<file path="config.mk">
export PLATFORM = sky130hd
export DESIGN_NAME = ppc_front
export DESIGN_NICKNAME = d
export VERILOG_FILES = /design/src/sv/ppc_pkg.sv /design/src/sv/ppc_front.sv
export SDC_FILE = /design/constraint.sdc
export NUM_CORES = 2
export LEC_CHECK = 0
export ABC_AREA = 1
export BUFFER_PORTS_ARGS = -buffer_cell sky130_fd_sc_hd__buf_2
export CAP_MARGIN = 20
export CORE_AREA = 3 3 231 346
export CTS_CLUSTER_SIZE = 28
export DETAILED_ROUTE_END_ITERATION = 8
export DIE_AREA = 0 0 234 349
export HOLD_SLACK_MARGIN = 0.12
export PLACE_DENSITY = 0.77
export SLEW_MARGIN = 30
export SYNTH_ARGS = -nofsm -noshare
export SYNTH_HDL_FRONTEND = slang
export SYNTH_SLANG_ARGS = --single-unit
export TNS_END_PERCENT = 5
</file>
<file path="constraint.sdc">
create_clock -name aclk -period 8.8 [get_ports aclk]
set_clock_uncertainty 0.2 [all_clocks]
set_input_delay 1.32 -clock aclk [delete_from_list [all_inputs] [get_ports aclk]]
set_output_delay 1.32 -clock aclk [all_outputs]
set_load 0.1 [all_outputs]
</file>
<file path="src/sv/ppc_pkg.sv">
`timescale 1ns / 1ps
`default_nettype none

package ppc_pkg;

    // Default number of CORDIC rotations and fixed number of square-root digits.
    localparam int CORDIC_STAGES_DEF = 16;
    localparam int SQRT_STEPS = 17;

    // Angle constants in 1/4096 rad and in the 2^-20 rad CORDIC scale.
    localparam logic signed [19:0] ANG_PI = 20'sd12868;
    localparam logic signed [19:0] ANG_2PI = 20'sd25736;
    localparam logic signed [24:0] PI_FINE = 25'sd3294199;

    // Output limits.
    localparam logic signed [33:0] V_LIM = 34'sd1229;
    localparam logic signed [36:0] W_LIM = 37'sd12288;

    // Register indexes.
    localparam logic [2:0] REG_GOAL_X = 3'd0;
    localparam logic [2:0] REG_GOAL_Y = 3'd1;
    localparam logic [2:0] REG_GOAL_HEADING = 3'd2;
    localparam logic [2:0] REG_GAIN_DISTANCE = 3'd3;
    localparam logic [2:0] REG_GAIN_BEARING = 3'd4;
    localparam logic [2:0] REG_GAIN_HEADING = 3'd5;
    localparam logic [2:0] REG_RUN_ENABLE = 3'd6;
    localparam logic [2:0] REG_ARRIVE_RADIUS = 3'd7;

    // Configuration register set.
    typedef struct packed {
        logic signed [15:0] goal_x;
        logic signed [15:0] goal_y;
        logic signed [14:0] goal_heading;
        logic signed [15:0] gain_distance;
        logic signed [15:0] gain_bearing;
        logic signed [15:0] gain_heading;
        logic               run_enable;
        logic        [15:0] arrive_radius;
    } ppc_cfg_t;

    // One request as it travels through the rotation and root stages.
    typedef struct packed {
        logic               valid;
        logic signed [33:0] cx;
        logic signed [33:0] cy;
        logic signed [24:0] cz;
        logic               zero;
        logic        [33:0] rad;
        logic        [19:0] rem;
        logic        [16:0] root;
        logic signed [15:0] ph;
        logic               clr;
        logic               reached;
    } ppc_iter_t;

    // Arctangent of 2^-i in 2^-20 rad.
    function automatic logic signed [24:0] atan_fine(input int idx);
        logic signed [24:0] r;
        case (idx)
            0: r = 25'sd823550;
            1: r = 25'sd486170;
            2: r = 25'sd256879;
            3: r = 25'sd130396;
            4: r = 25'sd65451;
            5: r = 25'sd32757;
            6: r = 25'sd16383;
            7: r = 25'sd8192;
            8: r = 25'sd4096;
            9: r = 25'sd2048;
            10: r = 25'sd1024;
            11: r = 25'sd512;
            12: r = 25'sd256;
            13: r = 25'sd128;
            14: r = 25'sd64;
            15: r = 25'sd32;
            16: r = 25'sd16;
            17: r = 25'sd8;
            18: r = 25'sd4;
            19: r = 25'sd2;
            20: r = 25'sd1;
            default: r = 25'sd0;
        endcase
        return r;
    endfunction

    // Wrap an angle into [-pi, pi]; inputs stay within seven times pi of zero.
    function automatic logic signed [19:0] wrap_angle(input logic signed [19:0] a);
        logic signed [19:0] r;
        r = a;
        for (int k = 0; k < 3; k++) begin
            if (r > ANG_PI) begin
                r = r - ANG_2PI;
            end
        end
        for (int k = 0; k < 3; k++) begin
            if (r < -ANG_PI) begin
                r = r + ANG_2PI;
            end
        end
        return r;
    endfunction

endpackage

`default_nettype wire

</file>
<file path="src/sv/ppc_front.sv">
`timescale 1ns / 1ps
`default_nettype none

module ppc_front (
    input  wire logic                 aclk,
    input  wire logic                 aresetn,
    input  wire logic                 adv,
    input  wire logic                 in_valid,
    input  wire logic signed [15:0]   pose_x,
    input  wire logic signed [15:0]   pose_y,
    input  wire logic signed [15:0]   pose_heading,
    input  wire logic                 clear_reached,
    input  wire ppc_pkg::ppc_cfg_t    cfg,
    output ppc_pkg::ppc_iter_t        st_out
);

    // Stage one: offsets to the goal.
    logic               v1_reg;
    logic signed [16:0] dx1_reg, dy1_reg;
    logic signed [15:0] ph1_reg;
    logic               clr1_reg;

    always_ff @(posedge aclk) begin
        if (!aresetn) begin
            v1_reg <= 1'b0;
        end else if (adv) begin
            v1_reg <= in_valid;
        end
        if (adv) begin
            dx1_reg <= 17'(cfg.goal_x) - 17'(pose_x);
            dy1_reg <= 17'(cfg.goal_y) - 17'(pose_y);
            ph1_reg <= pose_heading;
            clr1_reg <= clear_reached;
        end
    end

    // Stage two: squares and the CORDIC start vector with half-plane fold.
    logic signed [33:0] sqx_full, sqy_full;
    logic        [31:0] rr_full;
    logic signed [33:0] x0, y0;
    logic signed [24:0] z0;

    assign sqx_full = dx1_reg * dx1_reg;
    assign sqy_full = dy1_reg * dy1_reg;
    assign rr_full = cfg.arrive_radius * cfg.arrive_radius;

    always_comb begin
        x0 = 34'(dx1_reg) <<< 14;
        y0 = 34'(dy1_reg) <<< 14;
        z0 = '0;
        if (x0 < 0) begin
            z0 = (y0 >= 0) ? ppc_pkg::PI_FINE : -ppc_pkg::PI_FINE;
            x0 = -x0;
            y0 = -y0;
        end
    end

    logic               v2_reg;
    logic        [32:0] sqx2_reg, sqy2_reg;
    logic        [31:0] rr2_reg;
    logic signed [33:0] x2_reg, y2_reg;
    logic signed [24:0] z2_reg;
    logic               zero2_reg;
    logic signed [15:0] ph2_reg;
    logic               clr2_reg;

    always_ff @(posedge aclk) begin
        if (!aresetn) begin
            v2_reg <= 1'b0;
        end else if (adv) begin
            v2_reg <= v1_reg;
        end
        if (adv) begin
            sqx2_reg <= sqx_full[32:0];
            sqy2_reg <= sqy_full[32:0];
            rr2_reg <= rr_full;
            x2_reg <= x0;
            y2_reg <= y0;
            z2_reg <= z0;
            zero2_reg <= (dx1_reg == '0) && (dy1_reg == '0);
            ph2_reg <= ph1_reg;
            clr2_reg <= clr1_reg;
        end
    end

    // Stage three: squared distance, arrival test, root iteration start.
    ppc_pkg::ppc_iter_t st_next, st_reg;
    logic [33:0] d2;

    assign d2 = 34'(sqx2_reg) + 34'(sqy2_reg);

    always_comb begin
        st_next.valid = v2_reg;
        st_next.cx = x2_reg;
        st_next.cy = y2_reg;
        st_next.cz = z2_reg;
        st_next.zero = zero2_reg;
        st_next.rad = d2;
        st_next.rem = '0;
        st_next.root = '0;
        st_next.ph = ph2_reg;
        st_next.clr = clr2_reg;
        st_next.reached = (d2 <= 34'(rr2_reg));
    end

    always_ff @(posedge aclk) begin
        if (!aresetn) begin
            st_reg.valid <= 1'b0;
        end else if (adv) begin
            st_reg <= st_next;
        end
    end

    assign st_out = st_reg;

endmodule

`default_nettype wire

</file>
==> results.yml <==
cells_and_area:
  fin_area_um2: 45100
  fin_cells: 5735
  fin_nets: 5925
  drive_above_1_share_pct: 8.03
  num-fill-cells: 6658
  largest_register_ffs: 97
  diodes: 0
  seqCellArea_um2: 9100
  syn2layout_area_growth_pct: 6.98
  multi_input_area_um2: 27300
global_route:
  first_global_vias: 32000
  grt_usage_pct: 24.0
  grt_overflow: 0
  grt_pass1_wl_um: 155000
  antenna_found_initial: 0
  grt_max_degree: 79
critical_path:
  cp-start-kind: "flop"
  r2r_end: "sqy2_reg[29]"
  worstPathCellList: "nand2_1 > fa_1 > fa_1 > inv_1 > fa_1 > fa_1 > fa_1 > inv_1 > fa_1 > inv_1 > ha_1 > a21oi_1 > o21ai_0 > a221oi_1 > o21ai_0 > a21oi_1 > xnor2_1"
  cp_common_cell: "fa_1"
  critical_path.endpoint_type: "flop"
  critPathArrivalTime_ps: 6920
  crit_slowest_cell: "edfxtp_1"
  crit_buf_inv: 3
  worstSetupStartpoint: "dy1_reg[6]"
  worstSetupPathDepth: 17
  reg2reg_from: "dy1_reg[6]"
  max_stage_delay_ps: 930
  r2r_setup_slack_ps: 1990
  critPathRequiredTime_ps: 8910
  crit_end: "sqy2_reg[29]"
  crit_family: "adder cells"
  rr_worst_depth: 17
  crit_fanout: 19
  crit_type: "flop to flop"
clock_tree:
  clk-insertion-delay-late_ps: 580
  cts_tree: "yes"
  clockRootBuffer: "clkbuf_16"
  cts_hold_buf: 0
  cts-resized-gates: 0
  cts.sinks: 304
  cts_buffers: 35
  postCtsSetupBuffers: 0
  clk_pin_slew_ps: 60
  htreeDepth: 2
  clockBufferDepth: 3
timing:
  setup_viol: 0
  relSlewSlack_pct: 30.9
  max_freq_mhz: 147
  drv_slew: 0
  hold_viol_final: 0
  finalCriticalPeriod_ps: 6810
  rsz0062_at_grt: "no"
  worstMarginPinSlew_ps: 1040
  tns_ps: 0
  postLayoutSetupSlackWorst_ps: 1990
  finalCritPeriodShare_pct: 77.4
detailed_routing:
  via_count: 29400
  drtIter0Drc: 1563
  drt-vias-per-instance: 5.12
  ant_nets: 0
  routedWlPerCell_um: 16.4
  dr.pass1.iters: 5
  drcViolationCount: 0
  drt_wl_total_um: 94100
floorplan:
  dieArea_um2: 81700
  die_w_um: 234
  row_count: 125
  core_um2: 77400
  num_io_pins: 349
  start_util_pct: 54.4
  die_h_um: 349
yosys:
  yosysTopAreaCellShare_pct: 32.9
  synth_area_leaders: "fa_1 (33%), edfxtp_1 (21%), inv_1 (12%)"
  synth-seq-cells: 304
  yosysWarnings: 0
  syn_area_um2: 42100
  syn_avg_cell_area_um2: 9.28
  synth_cell_types: 62
  postSynthCellCount: 4541
  synth_edf_count: 301
  synthTopCellsByCount: "inv_1 (1,302), nand2_1 (781), fa_1 (692), ha_1 (375), edfxtp_1 (301)"
  synth_seq_area_share_pct: 21.6
  yosys.area.top_type: "fa_1"
  synthFlopType: "edfxtp_1"
  synth_most_common_cell: "inv_1"
  async_flop_share_pct: 0
worst_hold_path:
  hold_path_class: "flop to flop"
placement:
  place_ws_ps: 1630
  dp_hpwl_um: 77900
  dp_cells: 5670
  gp_congestion: 0.898
  placed_cell_area_um2: 43900
  port-buffer-count: 219
job:
  maxCapViolations: 0
status:
  status: "finished, final reports clean"
[per-stage QoR]
step / util (%) / hold slack [ps]
floorplan: - / 200
finish: 58.2 / 209
global placement: 56.6 / 201
detailed placement: 56.6 / 205
CTS: 58.2 / 213
global route: 58.2 / 219
[logic make-up after synthesis]
family	count (synthesis)	synth area share (%)
compound gates	362	5.26
buf+inv	1503	14.2
simple gates	1103	10.8
flops	304	21.6
xor+xnor	201	4.18
fa+ha+maj	1067	44.0
other cells	1	0.00890
[metal layers]
| layer | track usage, % | routed length (um) |
|---|---|---|
| met1 | 27.3 | 34100 |
| met4 | 11.2 | 4730 |
| met5 | 0 | 0 |
| met3 | 2.59 | 4510 |
| met2 | 44.7 | 50700 |
[area by class of cell]
cell class                 instances  area share [%]
sequential                       304            20.2
clock inverter                    18           0.505
clock buffer                      45            2.16
tap                             1016            2.82
timing repair buffer             241            2.84
multi-input combinational       2801            60.6
inverter                        1310            10.9
[placed cells by master (no fill, tap or decap), drive strengths merged, types with 66 or more instances in the layout]
| master | count |
|---|---|
| ha | 375 |
| inv | 1312 |
| a21oi | 158 |
| buf | 241 |
| edfxtp | 301 |
| nand3 | 66 |
| xor2 | 136 |
| o21ai | 103 |
| nor2 | 163 |
| fa | 692 |
| conb | 68 |
| nand2 | 794 |
[worst min-delay path by stage]
stage | start | endpoint | slack [ps] | depth (start not counted)
floorplan | clr1_reg | clr2_reg | 200 | 0
global route | y2_reg[29] | st_out[144] | 220 | 0
global placement | ph1_reg[2] | ph2_reg[2] | 200 | 0
finish | x2_reg[18] | st_out[167] | 210 | 0
CTS | y2_reg[29] | st_out[144] | 210 | 0
detailed placement | ph1_reg[10] | ph2_reg[10] | 200 | 0
Power is left out: the tool's default activity adds up to more than one toggle a clock period on the data nets, which glitch-free logic cannot reach.
