===== config.mk =====
export PLATFORM = sky130hd
export DESIGN_NAME = ppc_back
export DESIGN_NICKNAME = d
export VERILOG_FILES = /design/src/sv/ppc_pkg.sv /design/src/sv/ppc_back.sv
export SDC_FILE = /design/constraint.sdc
export NUM_CORES = 2
export LEC_CHECK = 0
export BUFFER_PORTS_ARGS = -buffer_cell sky130_fd_sc_hd__buf_2
export CORE_ASPECT_RATIO = 1.2
export CORE_MARGIN = 1
export CORE_UTILIZATION = 55
export CTS_CLUSTER_SIZE = 30
export DETAILED_ROUTE_END_ITERATION = 8
export PLACE_DENSITY = 0.83
export REMOVE_ABC_BUFFERS = 1
export SETUP_SLACK_MARGIN = 0.02
export SLEW_MARGIN = 5
export SYNTH_ARGS = -nofsm -noshare
export SYNTH_HDL_FRONTEND = slang
export SYNTH_SLANG_ARGS = --single-unit

===== constraint.sdc =====
create_clock -name aclk -period 18.2 [get_ports aclk]
set_clock_uncertainty 0.05 [all_clocks]
set_input_delay 4.55 -clock aclk [delete_from_list [all_inputs] [get_ports aclk]]
set_output_delay 4.55 -clock aclk [all_outputs]
set_load 0.02 [all_outputs]

===== src/sv/ppc_pkg.sv =====
`timescale 1ns / 1ps
`default_nettype none

package ppc_pkg;

    // Default number of CORDIC rotations and fixed number of square-root digits.
    localparam int CORDIC_STAGES_DEF = 16;
    localparam int SQRT_STEPS = 17;

    // Angle constants in 1/4096 rad and in the 2^-20 rad CORDIC scale.
    localparam logic signed [19:0] ANG_PI = 20'sd12868;
    localparam logic signed [19:0] ANG_2PI = 20'sd25736;
    localparam logic signed [24:0] PI_FINE = 25'sd3294199;

    // Output limits.
    localparam logic signed [33:0] V_LIM = 34'sd1229;
    localparam logic signed [36:0] W_LIM = 37'sd12288;

    // Register indexes.
    localparam logic [2:0] REG_GOAL_X = 3'd0;
    localparam logic [2:0] REG_GOAL_Y = 3'd1;
    localparam logic [2:0] REG_GOAL_HEADING = 3'd2;
    localparam logic [2:0] REG_GAIN_DISTANCE = 3'd3;
    localparam logic [2:0] REG_GAIN_BEARING = 3'd4;
    localparam logic [2:0] REG_GAIN_HEADING = 3'd5;
    localparam logic [2:0] REG_RUN_ENABLE = 3'd6;
    localparam logic [2:0] REG_ARRIVE_RADIUS = 3'd7;

    // Configuration register set.
    typedef struct packed {
        logic signed [15:0] goal_x;
        logic signed [15:0] goal_y;
        logic signed [14:0] goal_heading;
        logic signed [15:0] gain_distance;
        logic signed [15:0] gain_bearing;
        logic signed [15:0] gain_heading;
        logic               run_enable;
        logic        [15:0] arrive_radius;
    } ppc_cfg_t;

    // One request as it travels through the rotation and root stages.
    typedef struct packed {
        logic               valid;
        logic signed [33:0] cx;
        logic signed [33:0] cy;
        logic signed [24:0] cz;
        logic               zero;
        logic        [33:0] rad;
        logic        [19:0] rem;
        logic        [16:0] root;
        logic signed [15:0] ph;
        logic               clr;
        logic               reached;
    } ppc_iter_t;

    // Arctangent of 2^-i in 2^-20 rad.
    function automatic logic signed [24:0] atan_fine(input int idx);
        logic signed [24:0] r;
        case (idx)
            0: r = 25'sd823550;
            1: r = 25'sd486170;
            2: r = 25'sd256879;
            3: r = 25'sd130396;
            4: r = 25'sd65451;
            5: r = 25'sd32757;
            6: r = 25'sd16383;
            7: r = 25'sd8192;
            8: r = 25'sd4096;
            9: r = 25'sd2048;
            10: r = 25'sd1024;
            11: r = 25'sd512;
            12: r = 25'sd256;
            13: r = 25'sd128;
            14: r = 25'sd64;
            15: r = 25'sd32;
            16: r = 25'sd16;
            17: r = 25'sd8;
            18: r = 25'sd4;
            19: r = 25'sd2;
            20: r = 25'sd1;
            default: r = 25'sd0;
        endcase
        return r;
    endfunction

    // Wrap an angle into [-pi, pi]; inputs stay within seven times pi of zero.
    function automatic logic signed [19:0] wrap_angle(input logic signed [19:0] a);
        logic signed [19:0] r;
        r = a;
        for (int k = 0; k < 3; k++) begin
            if (r > ANG_PI) begin
                r = r - ANG_2PI;
            end
        end
        for (int k = 0; k < 3; k++) begin
            if (r < -ANG_PI) begin
                r = r + ANG_2PI;
            end
        end
        return r;
    endfunction

endpackage

`default_nettype wire


===== src/sv/ppc_back.sv =====
`timescale 1ns / 1ps
`default_nettype none

module ppc_back (
    input  wire logic               aclk,
    input  wire logic               aresetn,
    input  wire logic               adv,
    input  wire logic               flag_clear,
    input  wire ppc_pkg::ppc_iter_t st_in,
    input  wire ppc_pkg::ppc_cfg_t  cfg,
    output logic                    out_valid,
    output logic signed [11:0]      lin_speed,
    output logic signed [14:0]      turn_rate,
    output logic                    at_goal
);

    // Stage one: round the angle and form the bearing error.
    logic signed [24:0] z_rnd;
    logic signed [16:0] ang;
    logic signed [19:0] alpha_w;

    assign z_rnd = st_in.cz + 25'sd128;
    assign ang = st_in.zero ? 17'sd0 : z_rnd[24:8];
    assign alpha_w = ppc_pkg::wrap_angle(20'(ang) - 20'(st_in.ph));

    logic               v1_reg;
    logic signed [15:0] alpha1_reg;
    logic signed [19:0] hd1_reg;
    logic        [16:0] rho1_reg;
    logic               clr1_reg, reached1_reg;

    always_ff @(posedge aclk) begin
        if (!aresetn) begin
            v1_reg <= 1'b0;
        end else if (adv) begin
            v1_reg <= st_in.valid;
        end
        if (adv) begin
            alpha1_reg <= alpha_w[15:0];
            hd1_reg <= 20'(cfg.goal_heading) - 20'(st_in.ph);
            rho1_reg <= st_in.root;
            clr1_reg <= st_in.clr;
            reached1_reg <= st_in.reached;
        end
    end

    // Stage two: heading error and the distance product.
    logic signed [19:0] beta_w;
    logic signed [33:0] linp_full;

    assign beta_w = ppc_pkg::wrap_angle(hd1_reg - 20'(alpha1_reg));
    assign linp_full = 34'(cfg.gain_distance) * 34'($signed({1'b0, rho1_reg}));

    logic               v2_reg;
    logic signed [15:0] alpha2_reg, beta2_reg;
    logic signed [33:0] linp2_reg;
    logic               clr2_reg, reached2_reg;

    always_ff @(posedge aclk) begin
        if (!aresetn) begin
            v2_reg <= 1'b0;
        end else if (adv) begin
            v2_reg <= v1_reg;
        end
        if (adv) begin
            alpha2_reg <= alpha1_reg;
            beta2_reg <= beta_w[15:0];
            linp2_reg <= linp_full;
            clr2_reg <= clr1_reg;
            reached2_reg <= reached1_reg;
        end
    end

    // Stage three: angle products, linear speed rounding and clamp.
    logic signed [31:0] pa_full, pb_full;
    logic signed [33:0] lin_rnd, lin_sh, lin_cl;

    assign pa_full = cfg.gain_bearing * alpha2_reg;
    assign pb_full = cfg.gain_heading * beta2_reg;
    assign lin_rnd = linp2_reg + 34'sd512;
    assign lin_sh = lin_rnd >>> 10;

    always_comb begin
        if (lin_sh > ppc_pkg::V_LIM) begin
            lin_cl = ppc_pkg::V_LIM;
        end else if (lin_sh < -ppc_pkg::V_LIM) begin
            lin_cl = -ppc_pkg::V_LIM;
        end else begin
            lin_cl = lin_sh;
        end
    end

    logic               v3_reg;
    logic signed [31:0] pa3_reg, pb3_reg;
    logic signed [11:0] lin3_reg;
    logic               clr3_reg, reached3_reg;

    always_ff @(posedge aclk) begin
        if (!aresetn) begin
            v3_reg <= 1'b0;
        end else if (adv) begin
            v3_reg <= v2_reg;
        end
        if (adv) begin
            pa3_reg <= pa_full;
            pb3_reg <= pb_full;
            lin3_reg <= lin_cl[11:0];
            clr3_reg <= clr2_reg;
            reached3_reg <= reached2_reg;
        end
    end

    // Stage four: turn rate, run gating, sticky flag and the output register.
    logic signed [36:0] w_sum, w_sh, w_cl;
    logic               flag_reg, flag_next;
    logic               out_valid_reg;
    logic signed [11:0] lin_reg;
    logic signed [14:0] turn_reg;
    logic               reached_reg;

    assign w_sum = 37'(pa3_reg) + 37'(pb3_reg) + 37'sd2048;
    assign w_sh = w_sum >>> 12;

    always_comb begin
        if (w_sh > ppc_pkg::W_LIM) begin
            w_cl = ppc_pkg::W_LIM;
        end else if (w_sh < -ppc_pkg::W_LIM) begin
            w_cl = -ppc_pkg::W_LIM;
        end else begin
            w_cl = w_sh;
        end
        flag_next = (flag_reg && !clr3_reg) || (cfg.run_enable && reached3_reg);
    end

    always_ff @(posedge aclk) begin
        if (!aresetn) begin
            out_valid_reg <= 1'b0;
            flag_reg <= 1'b0;
        end else begin
            if (adv) begin
                out_valid_reg <= v3_reg;
            end
            if (flag_clear) begin
                flag_reg <= 1'b0;
            end else if (adv && v3_reg) begin
                flag_reg <= flag_next;
            end
        end
        if (adv) begin
            lin_reg <= cfg.run_enable ? lin3_reg : 12'sd0;
            turn_reg <= cfg.run_enable ? w_cl[14:0] : 15'sd0;
            reached_reg <= flag_next;
        end
    end

    assign out_valid = out_valid_reg;
    assign lin_speed = lin_reg;
    assign turn_rate = turn_reg;
    assign at_goal = reached_reg;

endmodule

`default_nettype wire


==> results.py <==
metrics = {
    "global_route": {
        "grt_pass1_wl_mm": 200,
        "antenna_found_initial": 4,
        "grt_max_degree": 99,
        "grt_pass1_vias": 41400,
        "grt_use_total_pct": 27.1,
        "grt-ovfl-total": 0,
    },
    "job": {
        "drv_cap": 0,
    },
    "routing": {
        "ant_nets": 0,
        "routed_wl_mm": 120,
        "drtIter0Drc": 2509,
        "viasPerCell": 5.94,
        "wl_per_cell_um": 18.1,
        "drc": 20,
        "first_pass_iters": 9,
        "via_count": 39500,
    },
    "clock_tree": {
        "clock_latency_ns": 0.57,
        "cts_setup_buffers": 0,
        "ctsHtreeMaxLevel": 1,
        "clkTransAtPathRegs_ns": 0.07,
        "cts.sinks": 222,
        "cts_max_path_buffers": 3,
        "root_buffer": "clkbuf_16",
        "cts_tree": "yes",
        "cts_resized": 0,
        "cts_made_buffers": 25,
        "ctsHoldBuffers": 0,
    },
    "place": {
        "dp_cells": 6601,
        "globalplace.congestion": 0.932,
        "hpwl_mm": 95.4,
        "portBuffers": 151,
        "dpl-instance-area_mm2": 0.0508,
    },
    "critical_path": {
        "end_kind": "flip-flop",
        "cpMaxStageDelayCell": "o21ai_1",
        "cpPeakStageDelay_ns": 0.75,
        "critPathRequiredTime_ns": 18.46,
        "critPathArrivalTime_ns": 16.87,
        "crit_path_start_kind": "input pin",
        "critPathMaxFanout": 15,
        "cpMostUsedCell": "and3_1",
        "crit_type": "in2reg",
    },
    "synthesis": {
        "yosysSeqAreaShare_pct": 13.4,
        "synth-seq-cells": 222,
        "synthTopCellsByArea": "fa_1 30%, edfxtp_1 13%, ha_1 10%, inv_1 7.1%, nand2_1 4.8%",
        "synthDistinctLibCells": 128,
        "yosysWarnings": 0,
        "synthTopCellsByCount": "933 x inv_1, 734 x fa_1, 630 x nand2_1, 411 x ha_1, 332 x and2_1",
        "synthFlopType": "edfxtp_1",
        "synth_cells": 5481,
        "syn_area_per_cell_um2": 8.99,
        "synth_top_area_cell": "fa_1",
        "syn_area_mm2": 0.0493,
        "synth_top_cell_area_share_pct": 29.8,
        "yosysMostFrequentCell": "inv_1",
        "postSynth.asyncResetShare_pct": 0,
        "synth_edf_count": 217,
    },
    "floorplan": {
        "dieHeight_um": 330,
        "core_mm2": 0.0883,
        "dieArea_mm2": 0.0908,
        "die_w_um": 275,
        "rows": 119,
        "io_pins": 329,
        "start_util_pct": 55.8,
    },
    "sta": {
        "slew_violations": 0,
        "rsz0062_at_grt": "no",
        "fin_tns_setup_ns": 0,
        "tightest_slew_ns": 1.02,
        "hold_viol": 0,
        "setup_viol": 0,
        "period_minus_slack_ns": 16.62,
        "whs_ns": 0.358,
        "fin_crit_sh_pct": 91.3,
        "fmax_mhz": 60.2,
        "relSlewSlack_pct": 31.7,
    },
    "cells_and_area": {
        "stdcell_area_mm2": 0.0516,
        "final_layout_size_suffix_gt1_share_pct": 5.97,
        "fin_cells": 6646,
        "syn2layout_area_growth_pct": 4.69,
        "layout.nets": 6924,
    },
    "run_status": {
        "status": "finished with violations",
        "violations": "design-rule violations",
    },
    "min_path": {
        "hold_class": "reg2reg",
    },
}
[final timing paths]
check                                from                       to  slack (ns)  cells after the start
hold reg to reg        clr1_reg$_DFFE_PP_       clr2_reg$_DFFE_PP_        0.36                      0
hold / removal         clr1_reg$_DFFE_PP_       clr2_reg$_DFFE_PP_        0.36                      0
setup reg to reg  alpha1_reg[0]$_DFFE_PP_  beta2_reg[15]$_DFFE_PP_        4.81                     43
setup / recovery               st_in[101]  alpha1_reg[7]$_DFFE_PP_        1.58                     43
[per-layer routing]
layer  share of wire (%)  track usage, %  wire length (µm)
met3                 5.9            2.81              7060
met4                 4.8            12.4              5750
met5                   0               0                 0
met1                  38            31.7             45100
met2                  52            49.6             62200
[cell usage in the layout, fill, tap and decap left out, types with 47 or more instances in the layout]
cell type / netlist / layout
ha_1: 411 / 411
nand3_1: 88 / 88
o21ai_0: 115 / 115
xnor2_1: 228 / 228
inv_1: 933 / 933
o21bai_1: 53 / 53
fa_1: 734 / 734
nor2_1: 252 / 252
a21oi_1: 203 / 203
nand2b_1: 77 / 77
xor2_1: 97 / 97
nor3_1: 71 / 71
buf_2: 35 / 150
a211oi_1: 47 / 47
a21o_1: 71 / 71
edfxtp_1: 217 / 217
and2_1: 332 / 332
nand2_1: 630 / 630
[metrics by stage]
step / worst slack, ns / utilization, %
6_report: 1.58 / 58.4
2_1_floorplan: 2.81 / -
3_3_place_gp: 1.40 / 57.5
5_1_grt: 0.795 / 58.4
4_1_cts: 1.85 / 58.4
3_5_place_dp: 1.29 / 57.5
[worst max-delay path, delay by kind of cell]
family          cells  cell delay (ns)
compound gates     18             6.76
simple gates       13             2.38
xor+xnor            4             0.94
mux                 2             0.84
fa+ha+maj           2             0.69
buf+inv             4             0.66
[kinds of logic after synthesis]
family	Yosys count	share of synthesized area, %
AO/OA/AOI/OAI	919	13.4
XOR/XNOR	340	6.31
adder cells (fa/ha/maj)	1145	40.3
buffers and inverters	1135	8.86
flip-flops	222	13.4
multiplexers	43	0.963
AND/OR/NAND/NOR	1677	16.7
[cell type report]
cell class | count | area (µm²)
Tap cell | 1149 | 1440
Sequential cell | 222 | 6620
Clock inverter | 9 | 123
Fill cell | 7267 | 36700
Clock buffer | 33 | 676
Inverter | 933 | 3500
Timing Repair Buffer | 173 | 931
Multi-Input combinational cell | 4124 | 38300
Antenna cell | 3 | 7.51
Power is left out: the tool's default activity adds up to more than one toggle a clock period on the data nets, which glitch-free logic cannot reach.
