**config.mk**
```make
export PLATFORM = sky130hd
export DESIGN_NAME = ppc_iter_stage
export DESIGN_NICKNAME = d
export VERILOG_FILES = /design/src/sv/ppc_pkg.sv /design/src/sv/ppc_iter_stage.sv
export SDC_FILE = /design/constraint.sdc
export NUM_CORES = 1
export LEC_CHECK = 0
export BUFFER_PORTS_ARGS = -buffer_cell sky130_fd_sc_hd__buf_2
export CORE_MARGIN = 2
export CORE_UTILIZATION = 55
export CTS_BUF_LIST = sky130_fd_sc_hd__clkbuf_2
export DETAILED_ROUTE_END_ITERATION = 16
export GPL_TIMING_DRIVEN = 0
export PLACE_DENSITY = 0.91
export SLEW_MARGIN = 5
export SYNTH_ARGS = -nofsm -noshare
export SYNTH_HDL_FRONTEND = slang
export SYNTH_SLANG_ARGS = --single-unit
```
**constraint.sdc**
```tcl
create_clock -name aclk -period 5.9 [get_ports aclk]
set_input_delay 0.59 -clock aclk [delete_from_list [all_inputs] [get_ports aclk]]
set_output_delay 0.59 -clock aclk [all_outputs]
set_load 0.02 [all_outputs]
```
**src/sv/ppc_pkg.sv**
```systemverilog
`timescale 1ns / 1ps
`default_nettype none

package ppc_pkg;

    // Default number of CORDIC rotations and fixed number of square-root digits.
    localparam int CORDIC_STAGES_DEF = 16;
    localparam int SQRT_STEPS = 17;

    // Angle constants in 1/4096 rad and in the 2^-20 rad CORDIC scale.
    localparam logic signed [19:0] ANG_PI = 20'sd12868;
    localparam logic signed [19:0] ANG_2PI = 20'sd25736;
    localparam logic signed [24:0] PI_FINE = 25'sd3294199;

    // Output limits.
    localparam logic signed [33:0] V_LIM = 34'sd1229;
    localparam logic signed [36:0] W_LIM = 37'sd12288;

    // Register indexes.
    localparam logic [2:0] REG_GOAL_X = 3'd0;
    localparam logic [2:0] REG_GOAL_Y = 3'd1;
    localparam logic [2:0] REG_GOAL_HEADING = 3'd2;
    localparam logic [2:0] REG_GAIN_DISTANCE = 3'd3;
    localparam logic [2:0] REG_GAIN_BEARING = 3'd4;
    localparam logic [2:0] REG_GAIN_HEADING = 3'd5;
    localparam logic [2:0] REG_RUN_ENABLE = 3'd6;
    localparam logic [2:0] REG_ARRIVE_RADIUS = 3'd7;

    // Configuration register set.
    typedef struct packed {
        logic signed [15:0] goal_x;
        logic signed [15:0] goal_y;
        logic signed [14:0] goal_heading;
        logic signed [15:0] gain_distance;
        logic signed [15:0] gain_bearing;
        logic signed [15:0] gain_heading;
        logic               run_enable;
        logic        [15:0] arrive_radius;
    } ppc_cfg_t;

    // One request as it travels through the rotation and root stages.
    typedef struct packed {
        logic               valid;
        logic signed [33:0] cx;
        logic signed [33:0] cy;
        logic signed [24:0] cz;
        logic               zero;
        logic        [33:0] rad;
        logic        [19:0] rem;
        logic        [16:0] root;
        logic signed [15:0] ph;
        logic               clr;
        logic               reached;
    } ppc_iter_t;

    // Arctangent of 2^-i in 2^-20 rad.
    function automatic logic signed [24:0] atan_fine(input int idx);
        logic signed [24:0] r;
        case (idx)
            0: r = 25'sd823550;
            1: r = 25'sd486170;
            2: r = 25'sd256879;
            3: r = 25'sd130396;
            4: r = 25'sd65451;
            5: r = 25'sd32757;
            6: r = 25'sd16383;
            7: r = 25'sd8192;
            8: r = 25'sd4096;
            9: r = 25'sd2048;
            10: r = 25'sd1024;
            11: r = 25'sd512;
            12: r = 25'sd256;
            13: r = 25'sd128;
            14: r = 25'sd64;
            15: r = 25'sd32;
            16: r = 25'sd16;
            17: r = 25'sd8;
            18: r = 25'sd4;
            19: r = 25'sd2;
            20: r = 25'sd1;
            default: r = 25'sd0;
        endcase
        return r;
    endfunction

    // Wrap an angle into [-pi, pi]; inputs stay within seven times pi of zero.
    function automatic logic signed [19:0] wrap_angle(input logic signed [19:0] a);
        logic signed [19:0] r;
        r = a;
        for (int k = 0; k < 3; k++) begin
            if (r > ANG_PI) begin
                r = r - ANG_2PI;
            end
        end
        for (int k = 0; k < 3; k++) begin
            if (r < -ANG_PI) begin
                r = r + ANG_2PI;
            end
        end
        return r;
    endfunction

endpackage

`default_nettype wire

```
**src/sv/ppc_iter_stage.sv**
```systemverilog
`timescale 1ns / 1ps
`default_nettype none

module ppc_iter_stage #(
    parameter int IDX = 0,
    parameter int CORDIC_STAGES = ppc_pkg::CORDIC_STAGES_DEF
) (
    input  wire logic               aclk,
    input  wire logic               aresetn,
    input  wire logic               adv,
    input  wire ppc_pkg::ppc_iter_t st_in,
    output ppc_pkg::ppc_iter_t      st_out
);

    ppc_pkg::ppc_iter_t st_next, st_reg;
    logic [19:0] rem_sh;
    logic [19:0] trial;

    // One vectoring rotation and one square-root digit.
    always_comb begin
        st_next = st_in;
        rem_sh = {st_in.rem[17:0], st_in.rad[33:32]};
        trial = {1'b0, st_in.root, 2'b01};
        if (IDX < CORDIC_STAGES) begin
            if (st_in.cy < 0) begin
                st_next.cx = st_in.cx - (st_in.cy >>> IDX);
                st_next.cy = st_in.cy + (st_in.cx >>> IDX);
                st_next.cz = st_in.cz - ppc_pkg::atan_fine(IDX);
            end else begin
                st_next.cx = st_in.cx + (st_in.cy >>> IDX);
                st_next.cy = st_in.cy - (st_in.cx >>> IDX);
                st_next.cz = st_in.cz + ppc_pkg::atan_fine(IDX);
            end
        end
        if (IDX < ppc_pkg::SQRT_STEPS) begin
            st_next.rad = st_in.rad << 2;
            if (rem_sh >= trial) begin
                st_next.rem = rem_sh - trial;
                st_next.root = {st_in.root[15:0], 1'b1};
            end else begin
                st_next.rem = rem_sh;
                st_next.root = {st_in.root[15:0], 1'b0};
            end
        end
    end

    always_ff @(posedge aclk) begin
        if (!aresetn) begin
            st_reg.valid <= 1'b0;
        end else if (adv) begin
            st_reg <= st_next;
        end
    end

    assign st_out = st_reg;

endmodule

`default_nettype wire

```
==> impl_metrics.json, run 1 <==
{
  "path_delay_family": "compound AO/OA/AOI/OAI gates",
  "async_flop_share_pct": 0,
  "synth_top_area_cell": "edfxtp_1",
  "insertion_delay_ns": 0.72,
  "finalHoldViolations": 0,
  "synthFlopType": "edfxtp_1",
  "drive_gt1_share_pct": 22.98,
  "p_leak_nw": 7.441,
  "status": "finished, final reports clean",
  "dp_cells": 2130,
  "post-place-ws_ns": 0.5291,
  "grt.met3_usage_pct": 5.804,
  "crit_path_frequent_cell": "a31o_2",
  "die_w_um": 161.4,
  "hpwlAfterDp_mm": 37.09,
  "io_buffers": 366,
  "hold_ws_ns": 0.07108,
  "synth.distinct_cells": 83,
  "synth.most_common_cell": "edfxtp_1",
  "overflow": 0,
  "ys_top_cells_by_area": "edfxtp_1 (40%), ha_1 (13%), a21oi_1 (5.9%)",
  "drc": 0,
  "max_slew.worst_pin.slew_ns": 1.244,
  "gr-usage-met2_pct": 60.59,
  "clkSinkCount": 181,
  "p_per_area_nw_per_um2": 220.9,
  "grt_most_used_layer": "met2",
  "period_needed_ns": 4.550,
  "core_area_um2": 24320,
  "grt_pass1_vias": 12988,
  "grt_pass1_wl_mm": 71.73,
  "synth.top_cell.area_share_pct": 39.65,
  "fin_crit_sh_pct": 77.11,
  "wl_mm": 48.55,
  "instances_no_fill": 2236,
  "syn_to_final_growth_pct": 23.88,
  "final_util_pct": 69.43,
  "setup_ws_ns": 1.350,
  "cts_resized": 0,
  "fin_setup_tns_ns": 0,
  "finalWeightedCongestion": 0.9834,
  "hp-class": "in2reg",
  "fin_nets": 2225,
  "ctsHoldBuffers": 62,
  "skew_ns": 0,
  "crit_path_start_kind": "primary input",
  "largest_reg_flops": 181,
  "clk_pin_slew_worst_paths_ns": 0.33,
  "vias": 13631,
  "fmax_mhz": 219.8,
  "grt_max_degree": 65,
  "worst_ep_arrival_time_ns": 5.15,
  "cap_viol_max_count": 0,
  "start_util_pct": 56.05,
  "total_power_mw": 3.730,
  "synth_top_cells_by_count": "edfxtp_1 (180), a21oi_1 (162), ha_1 (141), inv_1 (134), nor2_1 (118)",
  "track_usage_pct": 35.58,
  "fin_area_um2": 16890,
  "die_h_um": 161.4,
  "tritoncts": "built",
  "criticalPathCategory": "in2reg",
  "synth-edff-count": 180,
  "rsz0062_at_grt": "no",
  "num_rows": 57,
  "crit_buf_inv": 4,
  "use_met1_pct": 44.67,
  "drtIter0Drc": 1649,
  "critPathMaxFanout": 20,
  "synth-seq-cells": 181,
  "setup_violations": 0,
  "critical_path.slowest_cell": "buf_1",
  "crit_required_ns": 6.50,
  "post_cts_buffers": 0,
  "avgRoutedWirePerCell_um": 21.71,
  "antenna_found_initial": 6,
  "cp-end-kind": "register",
  "drt_first_pass_iters": 10,
  "die-area_um2": 26060,
  "cts-htree-levels": 4,
  "cts_max_path_buffers": 2,
  "drtAntennaViolNets": 0,
  "final_max_slew_viol_count": 0,
  "ios": 371,
  "cp_cell_sequence": "buf_2, inv_1, clkbuf_1, buf_1, ha_1, a211oi_1, o211ai_1, a41o_1, a31o_2, a31o_2, a221o_1, a21o_1, xnor2_1",
  "yosysSeqAreaShare_pct": 39.80,
  "yosys_warnings": 0,
  "synth.avg_cell_area_um2": 9.485,
  "numCtsBuffers": 17,
  "vdd_drop_max_v": 0.0001361,
  "slew_headroom_pct": 17.07,
  "syn-cell-area_um2": 13630,
  "placed_cell_area_um2": 15930,
  "slowest_delay_ns": 0.97,
  "viasPerCell": 6.096,
  "netlist_instances": 1437,
  "root_buffer": "clkbuf_2"
}
-- cell usage in the layout, fill, tap and decap left out, types with 68 or more instances in the layout --
master and count:
edfxtp_1 180, o21ai_0 75, inv_1 134, nor2_1 118
nand2_1 72, xnor2_1 82, a21oi_1 162, dlygate4sd3_1 68
ha_1 141, buf_2 368
-- final cells by class --
class                           count  area (um2)
Sequential cell                   181        5425
Antenna cell                        6       15.01
Timing Repair Buffer              436        2567
Fill cell                        1883        7433
Buffer                             54       216.5
Multi-Input combinational cell   1066        7481
Clock inverter                     15       176.4
Clock buffer                       17       85.08
Tap cell                          324       405.4
Inverter                          137       514.2
-- where the power goes --
group          internal [mW]  total, mW  switching [mW]  leakage, nW
Sequential              1.59       1.62          0.0382         1.70
Combinational          0.521       1.44           0.915         5.59
Clock                  0.145      0.670           0.525        0.152
Total                   2.25       3.73            1.48         7.44
-- per-layer routing --
layer  wire length (um)  vias to the layer above
met5                  0                        -
met4               2501                        0
met3               5038                      171
met2              22990                      964
met1              18010                     6352
li1                   -                     6144
-- worst reg2reg max path: cells and delay by family, from the launching register on --
| family | cells | cell delay [ns] |
|---|---|---|
| mux | 1 | 0.18 |
| simple gates | 1 | 0.07 |
| flops | 1 | 0.38 |
-- path summary, 6_finish.rpt --
kind,from,endpoint,slack (ns),depth (start not counted)
worst max-delay path,st_in[148],st_out[113]$_DFFE_PP_,1.35,13
worst min-delay path,aresetn,st_out[183]$_SDFFE_PN0P_,0.07,2
worst max register to register,st_out[183]$_SDFFE_PN0P_,st_out[183]$_SDFFE_PN0P_,5.21,2
worst min register to register,st_out[183]$_SDFFE_PN0P_,st_out[183]$_SDFFE_PN0P_,0.62,2
-- logic make-up (layout without fill, tap and decap cells) --
logic type	count (synthesis)	after routing	share of synthesized area [%]
AND/OR/NAND/NOR	352	352	12.57
XOR/XNOR	98	98	6.297
multiplexers	17	17	1.313
other	1	8	0.02751
AO/OA/AOI/OAI	452	452	21.10
flip-flops	181	181	39.80
buffers and inverters	191	659	5.361
adder cells (fa/ha/maj)	145	145	13.53
Power figures use the tool's default switching activity.
==> inputs of run 2 (changes only) <==
--- a/config.mk
+++ b/config.mk
@@ -7,11 +7,11 @@
 export LEC_CHECK = 0
 export BUFFER_PORTS_ARGS = -buffer_cell sky130_fd_sc_hd__buf_2
 export CORE_MARGIN = 2
-export CORE_UTILIZATION = 55
+export CORE_UTILIZATION = 50
 export CTS_BUF_LIST = sky130_fd_sc_hd__clkbuf_2
 export DETAILED_ROUTE_END_ITERATION = 16
 export GPL_TIMING_DRIVEN = 0
-export PLACE_DENSITY = 0.91
+export PLACE_DENSITY = 0.88
 export SLEW_MARGIN = 5
 export SYNTH_ARGS = -nofsm -noshare
 export SYNTH_HDL_FRONTEND = slang
==> constraint.sdc (replaced) <==
create_clock -name aclk -period 4.1 [get_ports aclk]
set_input_delay 0.41 -clock aclk [delete_from_list [all_inputs] [get_ports aclk]]
set_output_delay 0.41 -clock aclk [all_outputs]
set_load 0.02 [all_outputs]
==> run 2 against run 1 <==
Net effect:
- setup slack got worse by 1.1 ns
- critical path type unchanged
- combinational power is 45% higher
- sequential share of layout area fell by 0.65 points
==> impl_metrics.json, run 2 (synthesis results as in run 1) <==
{
  "drc": 0,
  "core_area_um2": 26880,
  "drtIter0Drc": 1778,
  "ios": 371,
  "use_met1_pct": 41.93,
  "crit_required_ns": 4.69,
  "drt_first_pass_iters": 8,
  "root_buffer": "clkbuf_2",
  "layout_commonest_cell": "buf_2",
  "hpwlAfterDp_mm": 37.06,
  "slowest_delay_ns": 0.61,
  "overflow": 0,
  "hp-class": "in2reg",
  "worst_ep_arrival_time_ns": 4.48,
  "cp-end-kind": "register",
  "hold_ws_ns": 0.01846,
  "insertion_delay_ns": 0.77,
  "reg2regPathDepth": 3,
  "gr-usage-met2_pct": 55.01,
  "grt_most_used_layer": "met2",
  "p_per_area_nw_per_um2": 320.0,
  "cap_viol_max_count": 0,
  "vias": 13789,
  "avgRoutedWirePerCell_um": 22.00,
  "fin_crit_sh_pct": 94.84,
  "numCtsBuffers": 17,
  "period_needed_ns": 3.888,
  "start_util_pct": 50.72,
  "clk_pin_slew_worst_paths_ns": 0.40,
  "skew_ns": 0,
  "vdd_drop_max_v": 0.0002242,
  "p_leak_nw": 7.580,
  "tritoncts": "built",
  "crit_path_start_kind": "primary input",
  "total_power_mw": 5.516,
  "grt_max_degree": 70,
  "critPathMaxFanout": 20,
  "setup_violations": 0,
  "final_max_slew_viol_count": 0,
  "grt_pass1_wl_mm": 74.80,
  "max_slew.worst_pin.slew_ns": 1.029,
  "die_h_um": 169.1,
  "swShare_pct": 40.35,
  "placed_cell_area_um2": 15950,
  "largest_reg_flops": 181,
  "syn_to_final_growth_pct": 26.44,
  "cts-htree-levels": 4,
  "clkPwrFrac_pct": 19.6,
  "num_rows": 60,
  "seqPwrFrac_pct": 42.5,
  "startpoint": "st_in[148]",
  "p_comb_share_pct": 37.9,
  "io_buffers": 366,
  "viasPerCell": 6.040,
  "drtAntennaViolNets": 0,
  "whs_path_depth": 3,
  "p_switching_mw": 2.226,
  "mostFrequentLayoutCells": "buf_2 (369), edfxtp_1 (180), a21oi_1 (162)",
  "slew_headroom_pct": 30.47,
  "cts_max_path_buffers": 2,
  "cp_cell_sequence": "buf_2, inv_1, clkbuf_1, buf_2, ha_1, a211oi_1, o211ai_1, a41o_1, a31o_2, a31o_2, a221o_1, a21o_1, xnor2_1",
  "r2r_start": "st_out[183]$_SDFFE_PN0P_",
  "criticalPathCategory": "in2reg",
  "status": "finished, final reports clean",
  "finalHoldViolations": 0,
  "die-area_um2": 28600,
  "fmax_mhz": 257.2,
  "track_usage_pct": 33.96,
  "grt.met3_usage_pct": 6.804,
  "fin_nets": 2254,
  "p_int_mw": 3.290,
  "critical_path.slowest_cell": "buf_2",
  "drive_gt1_share_pct": 22.74,
  "die_w_um": 169.1,
  "rsz0062_at_grt": "no",
  "grt_pass1_vias": 13333,
  "wl_mm": 50.22,
  "min_from": "st_in[102]",
  "clkSinkCount": 181,
  "fin_area_um2": 17230,
  "antenna_found_initial": 7,
  "fin_setup_tns_ns": 0,
  "finalWeightedCongestion": 0.9834
}
[run 2: cell count changes in the layout (fill, tap and decap cells not counted), sizes merged]
cell         previous run  this run
clkinv                 11         8
inv                   141       144
dlygate4sd3            68        97
diode                   6         7
[run 2: path summary, 6_finish.rpt]
check	to	slack [ns]
hold / removal	st_out[102]$_DFFE_PP_	0.02
setup reg to reg	st_out[183]$_SDFFE_PN0P_	2.88
setup / recovery	st_out[113]$_DFFE_PP_	0.21
hold reg to reg	st_out[183]$_SDFFE_PN0P_	1.16
[run 2: power by group through the flow]
| stage | combinational [mW] | sequential (mW) | clock (mW) |
|---|---|---|---|
| finish | 2.09 | 2.34 | 1.08 |
| CTS | 2.02 | 2.34 | 1.08 |
| global placement | 1.89 | 2.38 | 0 |
| detailed placement | 1.93 | 2.38 | 0 |
| global route | 2.24 | 2.35 | 1.14 |
| floorplan | 1.05 | 2.60 | 0 |
[run 2: worst max-delay path: cells and delay by family]
kind,cells,cell delay [ns]
buf+inv,4,1.56
xor+xnor,1,0.12
compound gates,7,1.98
fa+ha+maj,1,0.40
[run 2: what timing repair did]
item | 4_1_cts | 5_1_grt
resized for setup | 2 | 2
hold buffers | 97 | 0
setup endpoints to repair | 2 | 1
hold endpoints to repair | 95 | 0
setup buffers | 0 | 0
[run 2: final cells by class]
type                    count  area [um2]
plain buffers              54       217.7
repair buffers            465        2858
well taps                 341       426.7
fillers                  2158        9642
inverters                 137       514.2
flip-flops and latches    181        5425
clock inverters            15       209.0
diodes                      7       17.52
multi-input cells        1066        7481
clock buffers              17       85.08
[run 2: metal layers]
layer	wire length, um	vias to the layer above
li1	-	6201
met1	19220	6521
met2	22970	871
met3	4680	192
met4	3314	4
met5	36	-
[run 2: through the flow]
step	setup WS, ns	utilization (%)	instances
after floorplan	0.4545	-	1438
after global placement	-0.9826	59.14	2145
after detailed placement	-1.029	59.35	2147
after CTS	0.2245	64.08	2276
after global routing	0.08607	64.11	2281
final	0.2115	64.12	2283
